`src/hdl/utx_pkg.sv`:
```
`default_nettype none
// ----------------------------------------------------------------------------
// Unicode transcoder package
// Word formats, format codes and code point limits shared by the transcoder.
// ----------------------------------------------------------------------------
package utx_pkg;

	// Source format codes.
	localparam logic SRC_UTF16 = 1'b0;
	localparam logic SRC_UTF32 = 1'b1;

	// Destination format codes. The unused fourth code behaves as UTF-32.
	localparam logic [1:0] DST_UTF8  = 2'd0;
	localparam logic [1:0] DST_UTF16 = 2'd1;
	localparam logic [1:0] DST_UTF32 = 2'd2;

	// Register indexes on the configuration port.
	localparam logic REG_SOURCE_FORMAT = 1'b0;
	localparam logic REG_DEST_FORMAT   = 1'b1;

	localparam int CP_W = 21;

	localparam logic [31:0] SURR_LO   = 32'h0000_D800;
	localparam logic [31:0] SURR_HI   = 32'h0000_E000;
	localparam logic [31:0] CP_MAX    = 32'h0010_FFFF;
	localparam logic [CP_W-1:0] SUPP_BASE = 21'h01_0000;
	localparam logic [CP_W-1:0] ASCII_MAX = 21'h00_007F;
	localparam logic [CP_W-1:0] TWO_MAX   = 21'h00_07FF;
	localparam logic [CP_W-1:0] BMP_MAX   = 21'h00_FFFF;

	typedef struct packed {
		logic [31:0] src_unit;
		logic        end_of_string;
	} in_word_t;

	typedef struct packed {
		logic [20:0] out_unit;
		logic        unit_present;
		logic        run_last;
		logic        string_done;
		logic        string_ok;
	} out_word_t;

	// One classified code point handed from the front end to the back end.
	typedef struct packed {
		logic [CP_W-1:0] cp;
		logic            has_cp;
		logic            eos;
		logic            ok;
	} job_t;

endpackage

`default_nettype wire

```
`src/hdl/utx_front.sv`:
```
`default_nettype none
// ----------------------------------------------------------------------------
// Transcoder front end
// Accepts source words, pairs surrogates, validates code points and tracks
// the string status. Each word that yields a code point or ends a string
// becomes one job in the queue.
// ----------------------------------------------------------------------------
module utx_front (
	input  wire logic              clk,
	input  wire logic              arst_n,
	input  wire logic              source_format,
	input  wire logic              in_valid,
	output      logic              in_ready,
	input  wire utx_pkg::in_word_t in_data,
	input  wire logic              q_full,
	output      logic              q_push,
	output      utx_pkg::job_t     q_job
);

	logic [9:0] held_lead_q;
	logic       lead_pending_q;
	logic       all_valid_q;

	logic        accept;
	logic [15:0] u16;
	logic        is_lead;
	logic        is_trail;
	logic        cp32_ok;
	logic        invalid;
	logic        hold_lead;
	logic        has_cp;
	logic [utx_pkg::CP_W-1:0] cp;

	assign in_ready = !q_full;
	assign accept   = in_valid && in_ready;
	assign u16      = in_data.src_unit[15:0];
	assign is_lead  = (u16[15:10] == 6'b110110);
	assign is_trail = (u16[15:10] == 6'b110111);
	assign cp32_ok  = (in_data.src_unit < utx_pkg::SURR_LO) ||
		((in_data.src_unit >= utx_pkg::SURR_HI) && (in_data.src_unit <= utx_pkg::CP_MAX));

	always_comb begin
		invalid   = 1'b0;
		hold_lead = 1'b0;
		has_cp    = 1'b0;
		cp        = '0;
		if (source_format == utx_pkg::SRC_UTF32) begin
			// A lead left over from UTF-16 input counts as unpaired.
			if (lead_pending_q)
				invalid = 1'b1;
			if (cp32_ok) begin
				has_cp = 1'b1;
				cp     = in_data.src_unit[utx_pkg::CP_W-1:0];
			end else begin
				invalid = 1'b1;
			end
		end else if (lead_pending_q && is_trail) begin
			has_cp = 1'b1;
			cp     = utx_pkg::SUPP_BASE + {1'b0, held_lead_q, u16[9:0]};
		end else begin
			// An unpaired held lead is dropped and this word is taken fresh.
			if (lead_pending_q)
				invalid = 1'b1;
			if (is_lead) begin
				if (in_data.end_of_string)
					invalid = 1'b1;
				else
					hold_lead = 1'b1;
			end else if (is_trail) begin
				invalid = 1'b1;
			end else begin
				has_cp = 1'b1;
				cp     = {5'b0, u16};
			end
		end
	end

	assign q_push     = accept && (has_cp || in_data.end_of_string);
	assign q_job.cp     = cp;
	assign q_job.has_cp = has_cp;
	assign q_job.eos    = in_data.end_of_string;
	assign q_job.ok     = all_valid_q && !invalid;

	always_ff @(posedge clk or negedge arst_n) begin
		if (!arst_n) begin
			held_lead_q    <= '0;
			lead_pending_q <= 1'b0;
			all_valid_q    <= 1'b1;
		end else if (accept) begin
			if (in_data.end_of_string) begin
				held_lead_q    <= '0;
				lead_pending_q <= 1'b0;
				all_valid_q    <= 1'b1;
			end else begin
				lead_pending_q <= hold_lead;
				if (hold_lead)
					held_lead_q <= u16[9:0];
				if (invalid)
					all_valid_q <= 1'b0;
			end
		end
	end

endmodule

`default_nettype wire

```
`src/hdl/utx_fifo.sv`:
```
`default_nettype none
// ----------------------------------------------------------------------------
// Job queue
// Small first-in first-out queue of classified code points between the
// front end and the back end.
// ----------------------------------------------------------------------------
module utx_fifo #(
	parameter int DEPTH = 4
) (
	input  wire logic          clk,
	input  wire logic          arst_n,
	input  wire logic          push,
	input  wire utx_pkg::job_t push_job,
	output      logic          full,
	input  wire logic          pop,
	output      logic          not_empty,
	output      utx_pkg::job_t head_job
);

	localparam int PW = (DEPTH > 1) ? $clog2(DEPTH) : 1;
	localparam int CW = $clog2(DEPTH + 1);

	utx_pkg::job_t mem_q [DEPTH];
	logic [PW-1:0] wr_ptr_q;
	logic [PW-1:0] rd_ptr_q;
	logic [CW-1:0] count_q;
	logic          do_push;
	logic          do_pop;

	assign full      = (count_q == CW'(DEPTH));
	assign not_empty = (count_q != '0);
	assign head_job  = mem_q[rd_ptr_q];
	assign do_push   = push && !full;
	assign do_pop    = pop && not_empty;

	always_ff @(posedge clk) begin
		if (do_push)
			mem_q[wr_ptr_q] <= push_job;
	end

	always_ff @(posedge clk or negedge arst_n) begin
		if (!arst_n) begin
			wr_ptr_q <= '0;
			rd_ptr_q <= '0;
			count_q  <= '0;
		end else begin
			if (do_push)
				wr_ptr_q <= (wr_ptr_q == PW'(DEPTH - 1)) ? '0 : wr_ptr_q + 1'b1;
			if (do_pop)
				rd_ptr_q <= (rd_ptr_q == PW'(DEPTH - 1)) ? '0 : rd_ptr_q + 1'b1;
			if (do_push && !do_pop)
				count_q <= count_q + 1'b1;
			else if (do_pop && !do_push)
				count_q <= count_q - 1'b1;
		end
	end

endmodule

`default_nettype wire

```
`src/hdl/utx_back.sv`:
```
`default_nettype none
// ----------------------------------------------------------------------------
// Transcoder back end
// Takes one job at a time from the queue, encodes its code point in the
// destination format and issues one output word per cycle while not stalled.
// ----------------------------------------------------------------------------
module utx_back (
	input  wire logic               clk,
	input  wire logic               arst_n,
	input  wire logic [1:0]         dest_format,
	input  wire logic               q_valid,
	input  wire utx_pkg::job_t      q_job,
	output      logic               q_pop,
	output      logic               out_valid,
	input  wire logic               out_ready,
	output      utx_pkg::out_word_t out_data
);

	utx_pkg::job_t      job_q;
	logic               job_valid_q;
	logic [1:0]         idx_q;
	logic               out_valid_q;
	utx_pkg::out_word_t out_data_q;

	logic [utx_pkg::CP_W-1:0] cp;
	logic [utx_pkg::CP_W-1:0] hi_off;
	logic [utx_pkg::CP_W-1:0] enc [4];
	logic [2:0]               n_units;
	logic [2:0]               total;
	logic                     last;
	logic                     issue;
	utx_pkg::out_word_t       res;

	assign cp     = job_q.cp;
	assign hi_off = cp - utx_pkg::SUPP_BASE;

	always_comb begin
		enc[0]  = cp;
		enc[1]  = '0;
		enc[2]  = '0;
		enc[3]  = '0;
		n_units = 3'd1;
		case (dest_format)
			utx_pkg::DST_UTF8: begin
				if (cp <= utx_pkg::ASCII_MAX) begin
					n_units = 3'd1;
				end else if (cp <= utx_pkg::TWO_MAX) begin
					n_units = 3'd2;
					enc[0]  = {13'b0, 3'b110, cp[10:6]};
					enc[1]  = {13'b0, 2'b10, cp[5:0]};
				end else if (cp <= utx_pkg::BMP_MAX) begin
					n_units = 3'd3;
					enc[0]  = {13'b0, 4'b1110, cp[15:12]};
					enc[1]  = {13'b0, 2'b10, cp[11:6]};
					enc[2]  = {13'b0, 2'b10, cp[5:0]};
				end else begin
					n_units = 3'd4;
					enc[0]  = {13'b0, 5'b11110, cp[20:18]};
					enc[1]  = {13'b0, 2'b10, cp[17:12]};
					enc[2]  = {13'b0, 2'b10, cp[11:6]};
					enc[3]  = {13'b0, 2'b10, cp[5:0]};
				end
			end
			utx_pkg::DST_UTF16: begin
				if (cp > utx_pkg::BMP_MAX) begin
					n_units = 3'd2;
					enc[0]  = {5'b0, 6'b110110, hi_off[19:10]};
					enc[1]  = {5'b0, 6'b110111, cp[9:0]};
				end
			end
			default: begin
				n_units = 3'd1;
			end
		endcase
	end

	// A job without a code point still gives one word that carries the end status.
	assign total = job_q.has_cp ? n_units : 3'd1;
	assign last  = ({1'b0, idx_q} == total - 3'd1);
	assign issue = job_valid_q && (!out_valid_q || out_ready);

	always_comb begin
		res.out_unit     = job_q.has_cp ? enc[idx_q] : '0;
		res.unit_present = job_q.has_cp;
		res.run_last     = last;
		res.string_done  = job_q.eos && last;
		res.string_ok    = job_q.eos && last && job_q.ok;
	end

	assign q_pop     = q_valid && (!job_valid_q || (issue && last));
	assign out_valid = out_valid_q;
	assign out_data  = out_data_q;

	always_ff @(posedge clk or negedge arst_n) begin
		if (!arst_n) begin
			job_valid_q <= 1'b0;
			idx_q       <= '0;
			out_valid_q <= 1'b0;
		end else begin
			if (issue)
				out_valid_q <= 1'b1;
			else if (out_ready)
				out_valid_q <= 1'b0;

			if (q_pop) begin
				job_valid_q <= 1'b1;
				idx_q       <= '0;
			end else if (issue && last) begin
				job_valid_q <= 1'b0;
				idx_q       <= '0;
			end else if (issue) begin
				idx_q <= idx_q + 1'b1;
			end
		end
	end

	always_ff @(posedge clk) begin
		if (q_pop)
			job_q <= q_job;
		if (issue)
			out_data_q <= res;
	end

endmodule

`default_nettype wire

```
`src/hdl/unicode_transcoder.sv`:
```
`default_nettype none
// ----------------------------------------------------------------------------
// Unicode transcoder
// UTF-16 or UTF-32 words in, UTF-8, UTF-16 or UTF-32 words out.
// ----------------------------------------------------------------------------
// The front end classifies each input word in the cycle it is accepted and
// queues a word that yields a code point or ends a string as one job; words
// that make no result (a held lead surrogate, a dropped invalid unit) stay in
// the front end. The back end issues one output word per cycle, unless the
// receiver stalls, from its output register, as many per job as results it
// makes: one for ASCII or any UTF-32 output, two or three for BMP characters
// in UTF-8, four for a supplementary character in UTF-8. The back end sets
// the sustained rate; the job queue lets the front end keep accepting words
// while a long UTF-8 sequence drains. An accepted word passes the job queue
// and the back end's job and output registers. Registers: source_format at
// 0x0, dest_format at 0x4; write them only while no string is in flight.
// ----------------------------------------------------------------------------
module unicode_transcoder #(
	parameter int FIFO_DEPTH = 4
) (
	input  wire logic               clk,
	input  wire logic               arst_n,
	input  wire logic               in_valid,
	output      logic               in_ready,
	input  wire utx_pkg::in_word_t  in_data,
	output      logic               out_valid,
	input  wire logic               out_ready,
	output      utx_pkg::out_word_t out_data,
	input  wire logic               psel,
	input  wire logic               penable,
	input  wire logic               pwrite,
	input  wire logic [2:0]         paddr,
	input  wire logic [31:0]        pwdata,
	output      logic [31:0]        prdata,
	output      logic               pready
);

	logic          source_format_q;
	logic [1:0]    dest_format_q;
	logic          reg_wr;
	logic          q_push;
	logic          q_full;
	logic          q_pop;
	logic          q_valid;
	utx_pkg::job_t push_job;
	utx_pkg::job_t head_job;

	assign pready = 1'b1;
	assign reg_wr = psel && penable && pwrite;

	always_ff @(posedge clk or negedge arst_n) begin
		if (!arst_n) begin
			source_format_q <= utx_pkg::SRC_UTF16;
			dest_format_q   <= utx_pkg::DST_UTF8;
		end else if (reg_wr) begin
			if (paddr[2] == utx_pkg::REG_SOURCE_FORMAT)
				source_format_q <= pwdata[0];
			else
				dest_format_q <= pwdata[1:0];
		end
	end

	assign prdata = (paddr[2] == utx_pkg::REG_SOURCE_FORMAT) ?
		{31'b0, source_format_q} : {30'b0, dest_format_q};

	utx_front u_front (
		.clk           (clk),
		.arst_n        (arst_n),
		.source_format (source_format_q),
		.in_valid      (in_valid),
		.in_ready      (in_ready),
		.in_data       (in_data),
		.q_full        (q_full),
		.q_push        (q_push),
		.q_job         (push_job)
	);

	utx_fifo #(
		.DEPTH (FIFO_DEPTH)
	) u_fifo (
		.clk       (clk),
		.arst_n    (arst_n),
		.push      (q_push),
		.push_job  (push_job),
		.full      (q_full),
		.pop       (q_pop),
		.not_empty (q_valid),
		.head_job  (head_job)
	);

	utx_back u_back (
		.clk         (clk),
		.arst_n      (arst_n),
		.dest_format (dest_format_q),
		.q_valid     (q_valid),
		.q_job       (head_job),
		.q_pop       (q_pop),
		.out_valid   (out_valid),
		.out_ready   (out_ready),
		.out_data    (out_data)
	);

endmodule

`default_nettype wire

```
`config.mk`:
```
export PLATFORM = sky130hd
export DESIGN_NAME = unicode_transcoder
export DESIGN_NICKNAME = d
export VERILOG_FILES = /design/src/hdl/utx_pkg.sv /design/src/hdl/utx_front.sv /design/src/hdl/utx_fifo.sv /design/src/hdl/utx_back.sv /design/src/hdl/unicode_transcoder.sv
export SDC_FILE = /design/constraint.sdc
export NUM_CORES = 1
export LEC_CHECK = 0
export ABC_AREA = 1
export BUFFER_PORTS_ARGS = -buffer_cell sky130_fd_sc_hd__buf_2
export CORE_MARGIN = 5
export CORE_UTILIZATION = 35
export DETAILED_ROUTE_END_ITERATION = 8
export HOLD_SLACK_MARGIN = 0.02
export PLACE_DENSITY = 0.57
export REMOVE_ABC_BUFFERS = 1
export SLEW_MARGIN = 30
export SYNTH_ARGS = -nofsm -noshare
export SYNTH_HDL_FRONTEND = slang
export SYNTH_SLANG_ARGS = --single-unit
```
`constraint.sdc`:
```
create_clock -name clk -period 8.65 [get_ports clk]
set_input_delay 0.4325 -clock clk [delete_from_list [all_inputs] [get_ports clk]]
set_output_delay 0.4325 -clock clk [all_outputs]
set_load 0.01 [all_outputs]
```
==> implementation parameters, run 1 <==
Parameter                              Value

Outcome
  Outcome ... completed

Floorplan
  DIE HEIGHT ... 163 µm
  Floorplan Core Area ... 23300 µm²
  Effective utilization at floorplan ... 35.2%
  Total die area ... around 27000 µm²
  DIE WIDTH ... about 160 µm
  Row count ... 56
  Number of top-level pins ... 135

Timing
  Transition time of the tightest slew-check pin ... 859 ps
  Unrepaired setup endpoints after global routing ... no
  Final Hold Viols ... 0
  Slew Limit Fails ... 0
  Fmax achieved ... about 270 MHz
  Setup total negative slack ... 0 ps
  Minimum clock period after layout ... approximately 3700 ps
  Worst max-slew margin expressed relative to the limit ... 42.7%
  Post-Route Skew ... 8.65 ps
  Final setup viols ... 0
  Fin crit share ... 42.6%

Synthesis
  Number of standard cells after synthesis ... 807
  Cell types with the highest counts after synthesis ... sky130_fd_sc_hd__edfxtp_1 (145), sky130_fd_sc_hd__nand2_1 (114), sky130_fd_sc_hd__nor2_1 (105), sky130_fd_sc_hd__o21ai_0 (89), sky130_fd_sc_hd__inv_1 (87)
  Post-synthesis share of cell area spent on xor and xnor gates ... less than 1%
  Most used standard cell by instance count after synthesis ... sky130_fd_sc_hd__edfxtp_1
  Cells taking the most area after synthesis ... sky130_fd_sc_hd__edfxtp_1 (53%), sky130_fd_sc_hd__dfrtp_1 (7.6%), sky130_fd_sc_hd__o21ai_0 (5.4%)
  Top FF cell, synth ... sky130_fd_sc_hd__edfxtp_1
  Biggest area consumer among synthesized cells ... sky130_fd_sc_hd__edfxtp_1
  Netlist cell types ... 46
  Average instance area after synthesis ... 10.1 µm²
  Post-synthesis simple-gate area fraction ... 16.6%
  Fraction of post-synthesis cell area in the top cell type by area ... a little over half
  Compound-gate portion of the synthesized area ... 11.2%
  Share of the yosys chip area belonging to registers ... 61.1%
  EDFF count, synth ... between 100 and 150
  Yosys warning count ... 0
  Dominant combinational cell family by area after synthesis ... simple AND/OR/NAND/NOR gates
  Flip-flop and latch count after synthesis ... 171
  Cell area after synthesis ... between 8000 and 9000 µm²
  Share of async-settable or async-resettable flops after synthesis ... between 10% and 20%
  Multiplexer area fraction after synthesis ... 0.138%
  Area share of fa/ha/maj cells after synthesis ... 1.77%

Clock network
  Hold_buf cts ... 0
  Clock root buffer ... sky130_fd_sc_hd__clkbuf_16
  TritonCTS clock tree ... built
  Number of buffers added by the clock tree synthesis step ... 17
  Clock latency reported for the late side of the worst-skew pair ... 420 ps
  Clock sinks ... 171
  Maximum buffer depth of the clock tree ... 2
  Clock slew seen by the registers of the worst setup and hold paths ... 70 ps
  Post-CTS sizing ... 0
  Post-CTS Setup Repair Bufs ... 0
  Number of H-tree branching levels ... 4

Drt
  Detailed Route Iter0 Violations ... around 330
  Post-detailed-routing wire length ... 18900 µm
  Vias after detailed routing ... 5907
  Wire per inst ... 15.6 µm
  Vias/cell ... 4.89
  DRT antenna net count ... 0
  Number of design rule violations left after detail routing ... 0
  First-pass iteration count of the detailed router ... 5

Critical path
  Startpoint kind of the worst setup timing path ... register
  Peak fanout along the critical path ... 18
  Critical Path End Type ... register
  Required time worst endpoint ... 8960 ps
  Critical setup path kind ... register to register
  Worst endpoint data arrival time ... 4000 ps

Global routing
  Initial antenna violation count ... 0
  GR met1 Demand/Resource ... 19.9%
  Global-route wire length before repair ... 29800 µm
  Number of global-route vias before repair ... between 5000 and 6000
  Global-route total usage across every layer ... 14.4%
  Met2 demand-to-capacity share in global routing ... 22.2%
  Overflow left after global routing ... 0
  Maximum number of pins on one net before global-route repair ... 53
  Grt met3 use ... 3.47%
  Busiest grt layer ... met2

Finish
  Count of inserted antenna diode cells ... 0
  Total number of nets in the final design ... 962
  Fraction of final layout cells sized beyond drive strength 1 ... 16.8%
  Area growth from synthesis to layout ... 14.3%

Power and ir drop
  Pwr Total ... 2.91 mW
  Power density normalized to cell area ... 311 nW/µm²
  Leak Pwr ... 3.78 nW
  Worst vdd rail ir drop ... 128 µV

Place
  Number of buffers added on ports ... 71
  Post-DP HPWL ... 13200 µm
  Routability cong. ... approximately 0.94

Job
  Number of maximum-capacitance violations ... 0

Min path
  Worst min-delay path class ... primary input to asynchronous set/reset pin
-- final cells by class --
type / count / area, µm²
timing repair buffer: 74 / 378
tap: 319 / 399
inverter: 95 / 357
multi-input combinational: 517 / 2640
clock buffer: 19 / 453
clock inverter: 13 / 131
sequential: 171 / 5010
fill: 2319 / 13900
-- metrics by stage --
step	hold WS [ps]	setup slack (ps)	std cells	util (%)	area, µm²
3_3_place_gp	463	4980	1176	37.7	8780
3_5_place_dp	469	4960	1176	37.7	8780
2_1_floorplan	137	5370	783	-	7970
4_1_cts	60.1	4940	1208	40.2	9360
6_report	40.5	4960	1208	40.2	9360
5_1_grt	85.3	4680	1208	40.2	9360
-- kinds of logic after synthesis --
| group | count (synthesis) |
|---|---|
| compound gates | 164 |
| xor+xnor | 6 |
| fa+ha+maj | 11 |
| buf+inv | 148 |
| flops | 171 |
| mux | 1 |
| other cells | 2 |
| simple gates | 304 |
-- worst paths after layout --
| kind | from | to | slack, ps | depth (start not counted) |
|---|---|---|---|---|
| worst max register to register | u_back.cp[16] | u_fifo.count_q[1] | 4960 | 21 |
| min in group clk | out_ready | u_back.out_valid | 260 | 4 |
| max in group asynchronous | arst_n | dest_format_q[0] | 8170 | 1 |
| worst max-delay path | u_back.cp[16] | u_fifo.count_q[1] | 4960 | 21 |
| worst min register to register | u_front.all_valid_q | u_front.all_valid_q | 470 | 2 |
| worst min-delay path | arst_n | u_front.lead_pending_q | 40 | 1 |
-- worst max-delay path: stages, from the launching register on --
cell	delay [ps]
sky130_fd_sc_hd__edfxtp_1	380
sky130_fd_sc_hd__inv_1	200
sky130_fd_sc_hd__ha_1	190
sky130_fd_sc_hd__inv_1	40
sky130_fd_sc_hd__nor2_1	120
sky130_fd_sc_hd__nand3_1	120
sky130_fd_sc_hd__inv_1	100
sky130_fd_sc_hd__nand2_2	90
sky130_fd_sc_hd__nand2_4	210
sky130_fd_sc_hd__nor2_4	60
sky130_fd_sc_hd__o21ai_0	170
sky130_fd_sc_hd__nand2_1	80
sky130_fd_sc_hd__ha_1	290
sky130_fd_sc_hd__xnor2_1	130
sky130_fd_sc_hd__nor2_2	140
sky130_fd_sc_hd__nand3_2	110
sky130_fd_sc_hd__nand2_4	120
sky130_fd_sc_hd__nand2_4	60
sky130_fd_sc_hd__ha_1	190
sky130_fd_sc_hd__inv_1	100
sky130_fd_sc_hd__fa_1	410
sky130_fd_sc_hd__mux2_2	260
-- sequential cells by signal, summed over array words and instances (netlist names), 2 cells and up --
| register | count |
|---|---|
| u_fifo.count_q | 3 |
| u_back.cp | 21 |
| u_fifo.rd_ptr_q | 2 |
| u_back.job_q | 3 |
| u_fifo.wr_ptr_q | 2 |
| dest_format_q | 2 |
| u_fifo.mem_q | 96 |
| u_front.held_lead_q | 10 |
| u_back.idx_q | 2 |
| u_back.out_data | 25 |
-- routing by layer --
metal  up-vias  wire length [µm]  part of all wire, %
li1       2860                 -                    -
met1      2767              8740                   46
met2       248              8380                   44
met3        32              1360                  7.2
met4         0               376                  2.0
met5         -                 0                    0
-- cell usage in the layout, fill, tap and decap left out, types with 9 or more instances in the layout --
cell and count:
sky130_fd_sc_hd__conb_1 31, sky130_fd_sc_hd__clkbuf_16 17, sky130_fd_sc_hd__o21ai_0 89, sky130_fd_sc_hd__nand3_1 39, sky130_fd_sc_hd__a21oi_1 16, sky130_fd_sc_hd__inv_1 86
sky130_fd_sc_hd__nand4_1 9, sky130_fd_sc_hd__dfrtp_1 25, sky130_fd_sc_hd__nand2_1 114, sky130_fd_sc_hd__buf_2 71, sky130_fd_sc_hd__ha_1 10, sky130_fd_sc_hd__o22ai_1 37
sky130_fd_sc_hd__nor2_1 101, sky130_fd_sc_hd__edfxtp_1 145
-- power breakdown --
part	switching, mW	internal (mW)	total, mW	leakage, nW
combinational	0.628	0.261	0.889	1.79
clock	0.327	0.420	0.747	0.287
sequential	0.117	1.16	1.28	1.70
total	1.07	1.84	2.91	3.78
No activity file was read; power rests on OpenSTA's default activity.
==> run 2, diff against run 1 <==
==> constraint.sdc (replaced) <==
create_clock -name clk -period 3.8 [get_ports clk]
set_input_delay 0.19 -clock clk [delete_from_list [all_inputs] [get_ports clk]]
set_output_delay 0.19 -clock clk [all_outputs]
set_load 0.01 [all_outputs]
==> implementation parameters, run 2 (synthesis gave the netlist of run 1 again) <==
Parameter                              Value

Power and ir drop
  Portion of total power attributed to sequential cells ... 42.6%
  Worst vdd rail ir drop ... 282 µV
  Leak Pwr ... 3.87 nW
  Clock power share ... 24.9%
  Int Pwr ... 4.21 mW
  Proportion of power drawn by combinational gates ... 32.5%
  Power density normalized to cell area ... slightly above 700 nW/µm²
  Switching power total ... 2.47 mW
  Net Sw Frac ... between 30% and 40%

Clock network
  Clock slew seen by the registers of the worst setup and hold paths ... 60 ps
  Clock latency reported for the late side of the worst-skew pair ... roughly 430 ps
  Maximum buffer depth of the clock tree ... 2
  Clock sinks ... 171
  TritonCTS clock tree ... built
  Number of buffers added by the clock tree synthesis step ... 17
  Number of H-tree branching levels ... 4
  Clock root buffer ... sky130_fd_sc_hd__clkbuf_16

Floorplan
  Total die area ... 26600 µm²
  DIE WIDTH ... 163 µm
  Number of top-level pins ... 135
  Row count ... 56
  Floorplan Core Area ... 23300 µm²
  DIE HEIGHT ... ~160 µm
  Effective utilization at floorplan ... 35.2%

Global routing
  Initial antenna violation count ... 0
  Global-route total usage across every layer ... 15.0%
  Global-route wire length before repair ... 30900 µm
  Maximum number of pins on one net before global-route repair ... 52
  Overflow left after global routing ... 0
  Number of global-route vias before repair ... 5676

Critical path
  Setup slack on the worst flop-to-flop path ... approximately 320 ps
  Peak per-stage delay on the critical path ... 410 ps
  Number of cells on the worst reg-to-reg path ... 22
  Required time worst endpoint ... 4120 ps
  Startpoint of the worst-slack reg-to-reg timing path ... u_back.cp[17]
  Crit path max-delay cell type ... sky130_fd_sc_hd__fa_1
  Startpoint kind of the worst setup timing path ... register
  Worst endpoint data arrival time ... 3790 ps
  Worst R2R End ... u_fifo.count_q[1]
  Peak fanout along the critical path ... 6
  Critical Path End Type ... register
  Critical setup path kind ... register to register
  Cell Chain, Critical Path ... inv_2 > ha_1 > inv_1 > nor2_1 > nand3_1 > nor2_1 > nand2_1 > nand2_4 > inv_2 > nand2_2 > nand3_2 > inv_1 > ha_1 > xnor2_1 > nor2_2 > nand3_2 > nand2_4 > nand2_4 > ha_1 > inv_1 > fa_1 > mux2_2

Min path
  Worst Hold Depth ... 3
  Worst min-delay path class ... primary input to register
  Startpoint of the tightest hold check path ... pwdata[1]
  End of the worst hold path ... dest_format_q[1]

Drt
  Post-detailed-routing wire length ... slightly below 20000 µm
  Vias/cell ... 4.84
  Wire per inst ... 15.9 µm
  Number of design rule violations left after detail routing ... 0
  DRT antenna net count ... 0
  Vias after detailed routing ... 5953
  Detailed Route Iter0 Violations ... 389
  First-pass iteration count of the detailed router ... 5

Finish
  Area growth from synthesis to layout ... 15.9%
  Fraction of final layout cells sized beyond drive strength 1 ... ~18%
  Util after Layout ... 40.8%
  Count of inserted antenna diode cells ... 0
  Number of inserted filler cells in the final layout ... 2300
  Max reg flops ... 96
  Largest Register ... u_fifo.mem_q
  Most frequent cells in the layout ... sky130_fd_sc_hd__edfxtp_1 (145), sky130_fd_sc_hd__nand2_1 (114), sky130_fd_sc_hd__nor2_1 (101), sky130_fd_sc_hd__o21ai_0 (89), sky130_fd_sc_hd__inv_1 (86)
  Most common cell after layout, fill and taps aside ... sky130_fd_sc_hd__edfxtp_1
  Final instance area ... 9490 µm²
  Total number of nets in the final design ... 983

Timing
  Final setup slack of the worst path ... 324 ps
  Fin crit share ... 91.5%
  Post-Route Skew ... a little over 6 ps
  Unrepaired setup endpoints after global routing ... no
  Worst max-slew margin expressed relative to the limit ... 48.2%
  Final Hold Viols ... 0
  Worst hold slack ... 43.1 ps
  Slew Limit Fails ... 0
  Setup total negative slack ... 0 ps
  Transition time of the tightest slew-check pin ... 776 ps
  Final setup viols ... 0
  Minimum clock period after layout ... 3480 ps
  Fmax achieved ... about 290 MHz

Place
  Post-DP HPWL ... between 10000 and 15000 µm
  Number of buffers added on ports ... 71
  Placed Instance Area ... ~8900 µm²
  Routability cong. ... 0.912
  Post-placement worst setup slack ... 265 ps

Job
  Number of maximum-capacitance violations ... 0

Outcome
  Outcome ... completed
run 2: changes by cell type in the layout (fill, tap and decap cells not counted), moves of 2 or more:
cell / delta
sky130_fd_sc_hd__buf_4: +19
sky130_fd_sc_hd__nor2_2: +4
sky130_fd_sc_hd__nor2_4: -4
sky130_fd_sc_hd__clkinv_2: -2
sky130_fd_sc_hd__dlygate4sd3_1: +2
run 2: final cells by class:
type	instances	area [µm²]	share of cell area (%)
flip-flops and latches	171	5010	52.7
clock buffers	21	470	4.96
inverters	95	357	3.76
clock inverters	11	101	1.07
multi-input cells	517	2620	27.6
repair buffers	95	541	5.69
well taps	319	399	4.21
run 2: per-layer routing:
metal | track usage (%) | wire [µm] | vias up
met5 | 0 | 0 | -
met4 | 4.08 | 278 | 0
met3 | 3.26 | 1080 | 21
met2 | 23.7 | 8940 | 197
met1 | 21.1 | 9240 | 2838
li1 | - | - | 2897
run 2: how the worst max path moves through the flow:
stage | endpoint | from | slack (ps) | cells after the start
2_1_floorplan | u_fifo.count_q[1] | u_back.cp[16] | 520 | 21
3_3_place_gp | u_fifo.count_q[1] | u_back.cp[17] | 270 | 22
3_5_place_dp | u_fifo.count_q[1] | u_back.cp[17] | 260 | 22
4_1_cts | u_fifo.count_q[1] | u_back.cp[17] | 250 | 22
5_1_grt | u_fifo.count_q[2] | u_back.cp[16] | 10 | 21
6_report | u_fifo.count_q[1] | u_back.cp[17] | 320 | 22
run 2: timing repair:
item | CTS | global route
hold buffers | 2 | 0
setup buffers | 0 | 2
hold endpoints to repair | 26 | 0
endpoints found under the setup margin | 0 | 1
gates resized for setup | 0 | 1
run 2: metrics by stage:
| step | cells | power (mW) |
|---|---|---|
| floorplan | 783 | 4.20 |
| global placement | 1193 | 5.01 |
| detailed placement | 1193 | 5.05 |
| global route | 1229 | 7.12 |
| finish | 1229 | 6.68 |
| CTS | 1227 | 6.72 |
run 2: worst max-delay path, delay by kind of cell (launching register included):
kind	cells	cell delay [ps]
simple gates	11	1180
fa+ha+maj	4	980
flops	1	400
buf+inv	5	390
mux	1	260
xor+xnor	1	140
run 2: power groups by stage:
stage	sequential, mW	clock (mW)	combinational (mW)
2_1_floorplan	2.95	0	1.25
3_3_place_gp	2.88	0	2.14
3_5_place_dp	2.88	0	2.16
4_1_cts	2.85	1.70	2.17
5_1_grt	2.89	1.79	2.44
6_report	2.84	1.67	2.17
